--- config.mk ---
export PLATFORM = sky130hd
export DESIGN_NAME = sss_cmp
export DESIGN_NICKNAME = d
export VERILOG_FILES = /design/src/rtl/core/sss_pkg.sv /design/src/rtl/core/sss_cmp.sv
export SDC_FILE = /design/constraint.sdc
export NUM_CORES = 1
export LEC_CHECK = 0
export BUFFER_PORTS_ARGS = -buffer_cell sky130_fd_sc_hd__buf_2
export CAP_MARGIN = 10
export CORE_ASPECT_RATIO = 0.75
export CORE_MARGIN = 2
export CORE_UTILIZATION = 30
export DETAILED_ROUTE_END_ITERATION = 7
export GPL_ROUTABILITY_DRIVEN = 0
export PLACE_DENSITY_LB_ADDON = 0.12
export SLEW_MARGIN = 20
export SYNTH_ARGS = -nofsm -noshare
export SYNTH_HDL_FRONTEND = slang
export SYNTH_SLANG_ARGS = --single-unit
export TNS_END_PERCENT = 50
--- constraint.sdc ---
create_clock -name vclk -period 2.4
set_input_delay 0.36 -clock vclk [all_inputs]
set_output_delay 0.36 -clock vclk [all_outputs]
set_load 0.03 [all_outputs]
--- src/rtl/core/sss_pkg.sv ---
// sss_pkg: shared types and constants for the sorted key set
// transfer structs, key layout, compare result and sequencer states
// no dependencies

package sss_pkg;

	localparam int unsigned POS_W = 11;

	localparam logic MODE_FIND = 1'b0;
	localparam logic MODE_ADD  = 1'b1;

	typedef struct packed {
		logic        mode;
		logic [31:0] basin_key;
		logic        has_secondary;
		logic [31:0] secondary_index;
	} req_t;

	typedef struct packed {
		logic             found;
		logic [POS_W-1:0] position;
		logic             added;
		logic             full_res;
		logic [POS_W-1:0] entry_count;
	} rsp_t;

	typedef struct packed {
		logic [31:0] basin;
		logic        has_sec;
		logic [31:0] sec;
	} key_t;

	typedef enum logic [1:0] {
		ORD_LT,
		ORD_EQ,
		ORD_GT
	} ord_t;

	typedef enum logic [2:0] {
		ST_IDLE,
		ST_SRCH_RD,
		ST_SRCH_CMP,
		ST_SHIFT,
		ST_SHIFT_LAST,
		ST_INSERT,
		ST_DONE
	} state_t;

endpackage

--- src/rtl/core/sss_cmp.sv ---
// sss_cmp: orders a stored key against the probe key
// basin first, absent secondary before present, then secondary value
// depends on sss_pkg

module sss_cmp
	import sss_pkg::*;
(
	input  key_t entry,
	input  key_t probe,
	output ord_t ord
);

	always_comb begin
		if (entry.basin != probe.basin) begin
			ord = (entry.basin > probe.basin) ? ORD_GT : ORD_LT;
		end else if (!entry.has_sec && !probe.has_sec) begin
			ord = ORD_EQ;
		end else if (!entry.has_sec) begin
			ord = ORD_LT;
		end else if (!probe.has_sec) begin
			ord = ORD_GT;
		end else if (entry.sec > probe.sec) begin
			ord = ORD_GT;
		end else if (entry.sec < probe.sec) begin
			ord = ORD_LT;
		end else begin
			ord = ORD_EQ;
		end
	end

endmodule
After elaboration in Yosys (flattened, before gate mapping)

Index checks and enable logic that the tools add are counted.

Mux-type cells: 7
Reduce and logical (&&, ||, !) cells: 3
Eq/ne operators: 1
$lt $le $gt $ge: 3

Operator list:

| operator                    | number |
|---|---|
| 32-bit > comparator         | 2 |
| 32-bit less-than comparator | 1 |
| 32-bit inequality test      | 1 |
| 2-bit 2-to-1 mux            | 6 |
| 1-bit zero test             | 2 |
| 1-bit logical AND           | 1 |
| 1-bit 2-to-1 mux            | 1 |

Word-level logic and storage cells: 14
Input port bits: 130
Flip-flop bits (word level): 0
Output and inout bits: 2

Longest topological paths before layout

Depth in word-level cells: 7
Depth in mapped cells: 8
Mapped depth without buffers: 8

Least setup slack after synthesis

No wires, ideal clock.

Kind: input to output
Start: in probe[30] (netlist name)
End: out ord[1]
Stages: 8
Buffers on the path: 0
Required time: 2,040 ps
Arrival time: 2,038 ps
Slack: 2 ps
Path through: inv_1 > ha_1 > nand4_2 > nor4_4 > a22oi_1 > nand4b_1 > a31oi_1 > o41ai_2

Word-level cells in the longest chain between the ends: 6

RTL lines:

| what                | line          | text |
|---|---|---|
| start, declared     | sss_cmp.sv:9  | `input key_t probe,` |
| 32-bit > comparator | sss_cmp.sv:22 | `end else if (entry.sec > probe.sec) begin` |
| 2-bit 2-to-1 mux    | sss_cmp.sv:22 |  |
| 2-bit 2-to-1 mux    | sss_cmp.sv:20 | `end else if (!probe.has_sec) begin` |
| 2-bit 2-to-1 mux    | sss_cmp.sv:18 | `end else if (!entry.has_sec) begin` |
| 2-bit 2-to-1 mux    | sss_cmp.sv:16 | `end else if (!entry.has_sec && !probe.has_sec) begin` |
| 2-bit 2-to-1 mux    | sss_cmp.sv:14 | `if (entry.basin != probe.basin) begin` |
| end, declared       | sss_cmp.sv:10 | `output ord_t ord` |

No other way between the ends.

Worst setup path after layout

Start: in probe[14] (netlist name)
End: out ord[1]

Same word-level chain as after synthesis.

==> results_dict.tcl <==
set metrics [dict create \
    detail_route.wl_per_cell_um 9.94 \
    cap_violations 0 \
    p_sw_mw 0.203 \
    hold_class "input pin to primary output" \
    crit_required_ns 2.04 \
    antenna_found_initial 0 \
    p_leak_nw 1.68 \
    syn_area_per_cell_um2 7.27 \
    netlist_area_um2 1740 \
    path_buf_inv 3 \
    synthCells 240 \
    die_y_um 70.0 \
    die_w_um 92.0 \
    rsz0062_at_grt "true" \
    syn_nets 434 \
    fin_crit_sh_pct 101 \
    final_common_cell "buf_2" \
    hold_violations 0 \
    wl_mm 4.59 \
    dr.pass1.iters 4 \
    grt_pass1_wl_mm 7.67 \
    ant_nets 0 \
    cp_top_family "simple AND/OR/NAND/NOR gates" \
    violations "setup timing" \
    port_buffers 132 \
    grt_max_degree 5 \
    grt_usage_pct 13.5 \
    synth-adder-area-share_pct 45.9 \
    cp-start-kind "input pin" \
    p_clk_share_pct 0 \
    layout-drive-gt1-share_pct 48.4 \
    area_growth_pct 67.5 \
    overflow 0 \
    peakVddDrop_mv 0.0544 \
    synth_compound_area_share_pct 19.0 \
    yosys.area_share.simple_pct 20.7 \
    dp.cells 459 \
    nNetsFinal 580 \
    drt-initial-drc-count 19 \
    clockBufferCount 0 \
    setup_viol 2 \
    hold_buffers 0 \
    sw_frac_of_total_pct 45.9 \
    finalNonFillerCells 462 \
    end_kind "primary output" \
    dieArea_um2 6450 \
    place_hpwl_mm 3.96 \
    ios 132 \
    arrival_ns 2.06 \
    yosys-top-cells-area "ha_1 (46%), inv_1 (14%), a21oi_1 (7.7%)" \
    synth_warnings 0 \
    viasPerCell 4.45 \
    cp_slowest_cell "or4_4" \
    yosysTopAreaCell "ha_1" \
    pwr-share-seq_pct 0 \
    num_rows 24 \
    synth.mux.area_fraction_pct 0 \
    p_int_mw 0.239 \
    synth_top_family_by_area "adder cells" \
    coreArea_um2 5710 \
    drc 0 \
    cpPeakStageDelay_ns 0.55 \
    yosysUniqueCellTypes 37 \
    seqCellArea_um2 0 \
    period_needed_ns 2.42 \
    initial_utilization_pct 30.6 \
    vias 2057 \
    max-slew-margin-rel_pct 76.6 \
    grt_pass1_vias 1912 \
    synth_xor_area_share_pct 0 \
    worst_pin_slew_ns 0.351 \
    yosysTopAreaCellShare_pct 45.9 \
    crit_type "input pin to primary output" \
    seq_cell_count 0 \
    setup_slack_ns -0.0229 \
    crit_chain "buf_2, inv_1, ha_4, nand4_4, nor3_4, a21boi_1, or4_4, a31oi_4, o41ai_2, buf_4" \
    crit_fanout 3 \
    fillers 559 \
    power_frac_comb_pct 100.0 \
    fmax_mhz 413 \
    slew_violations 0 \
    n_antenna_cell 0 \
    ys_seq_area_share_pct 0 \
    hold_slack_ns 1.12 \
    finalPower_mw 0.442 \
    layout_common_cells "buf_2 (122), inv_1 (62), ha_1 (48)" \
    status "finished, violations left" \
    power-per-cell-area_nw_per_um2 151 \
]
[cell usage after synthesis, drive strengths merged (2+ instances only)]
| cell | instances |
|---|---|
| a211oi | 2 |
| a21boi | 2 |
| a21o | 3 |
| a21oi | 27 |
| a221oi | 2 |
| ha | 64 |
| inv | 67 |
| nand2 | 15 |
| nand3 | 7 |
| nand4 | 14 |
| nor2 | 3 |
| nor2b | 2 |
| nor3 | 4 |
| nor4 | 5 |
| o211ai | 3 |
| o21ai | 6 |
[path summary, 6_finish.rpt]
path / endpoint / start / slack (ns) / depth (start not counted)
worst max-delay path: ord[1] / probe[14] / -0.02 / 10
worst min-delay path: ord[0] / entry[32] / 1.12 / 4
[power by group through the flow]
stage                     Sequential (mW)  Combinational (mW)  Clock (mW)
after global routing                    0               0.508           0
after CTS                               0               0.424           0
final                                   0               0.442           0
after detailed placement                0               0.377           0
after global placement                  0               0.375           0
after floorplan                         0               0.214           0
[layout make-up]
class / count / area (um2) / area share (%)
well taps: 78 / 97.6 / 3.34
inverters: 67 / 254 / 8.69
multi-input cells: 173 / 1760 / 60.4
repair buffers: 144 / 806 / 27.6
[logic make-up after synthesis]
group	Yosys count
buffers and inverters	67
AOI/OAI and AO/OA	52
and+or+nand+nor	57
adders and majority gates	64
[through the flow]
step	area (um2)	utilization, %	setup WS (ns)	TNS [ns]
floorplan	1740	-	0.00202	0
global placement	2570	45.0	-0.0611	-0.0611
detailed placement	2570	45.0	-0.0656	-0.0656
CTS	2800	49.1	-0.00357	-0.00357
global route	2920	51.2	-0.112	-0.189
finish	2920	51.2	-0.0229	-0.0239
[per-layer routing]
metal  global-route usage [%]  vias up  part of all wire, %
li1                         -     1133                    -
met1                     19.3      849                   51
met2                     23.4       71                   42
met3                    0.755        4                  6.4
met4                     1.16        0                  1.1
met5                        0        -                    0
[what timing repair did]
item | 4_1_cts | 5_1_grt
pin swaps | 12 | 11
setup buffers | 3 | 1
gates resized for setup | 24 | 20
setup endpoints to repair | 1 | 2
Note: power is estimated with default switching activity, not from simulation.
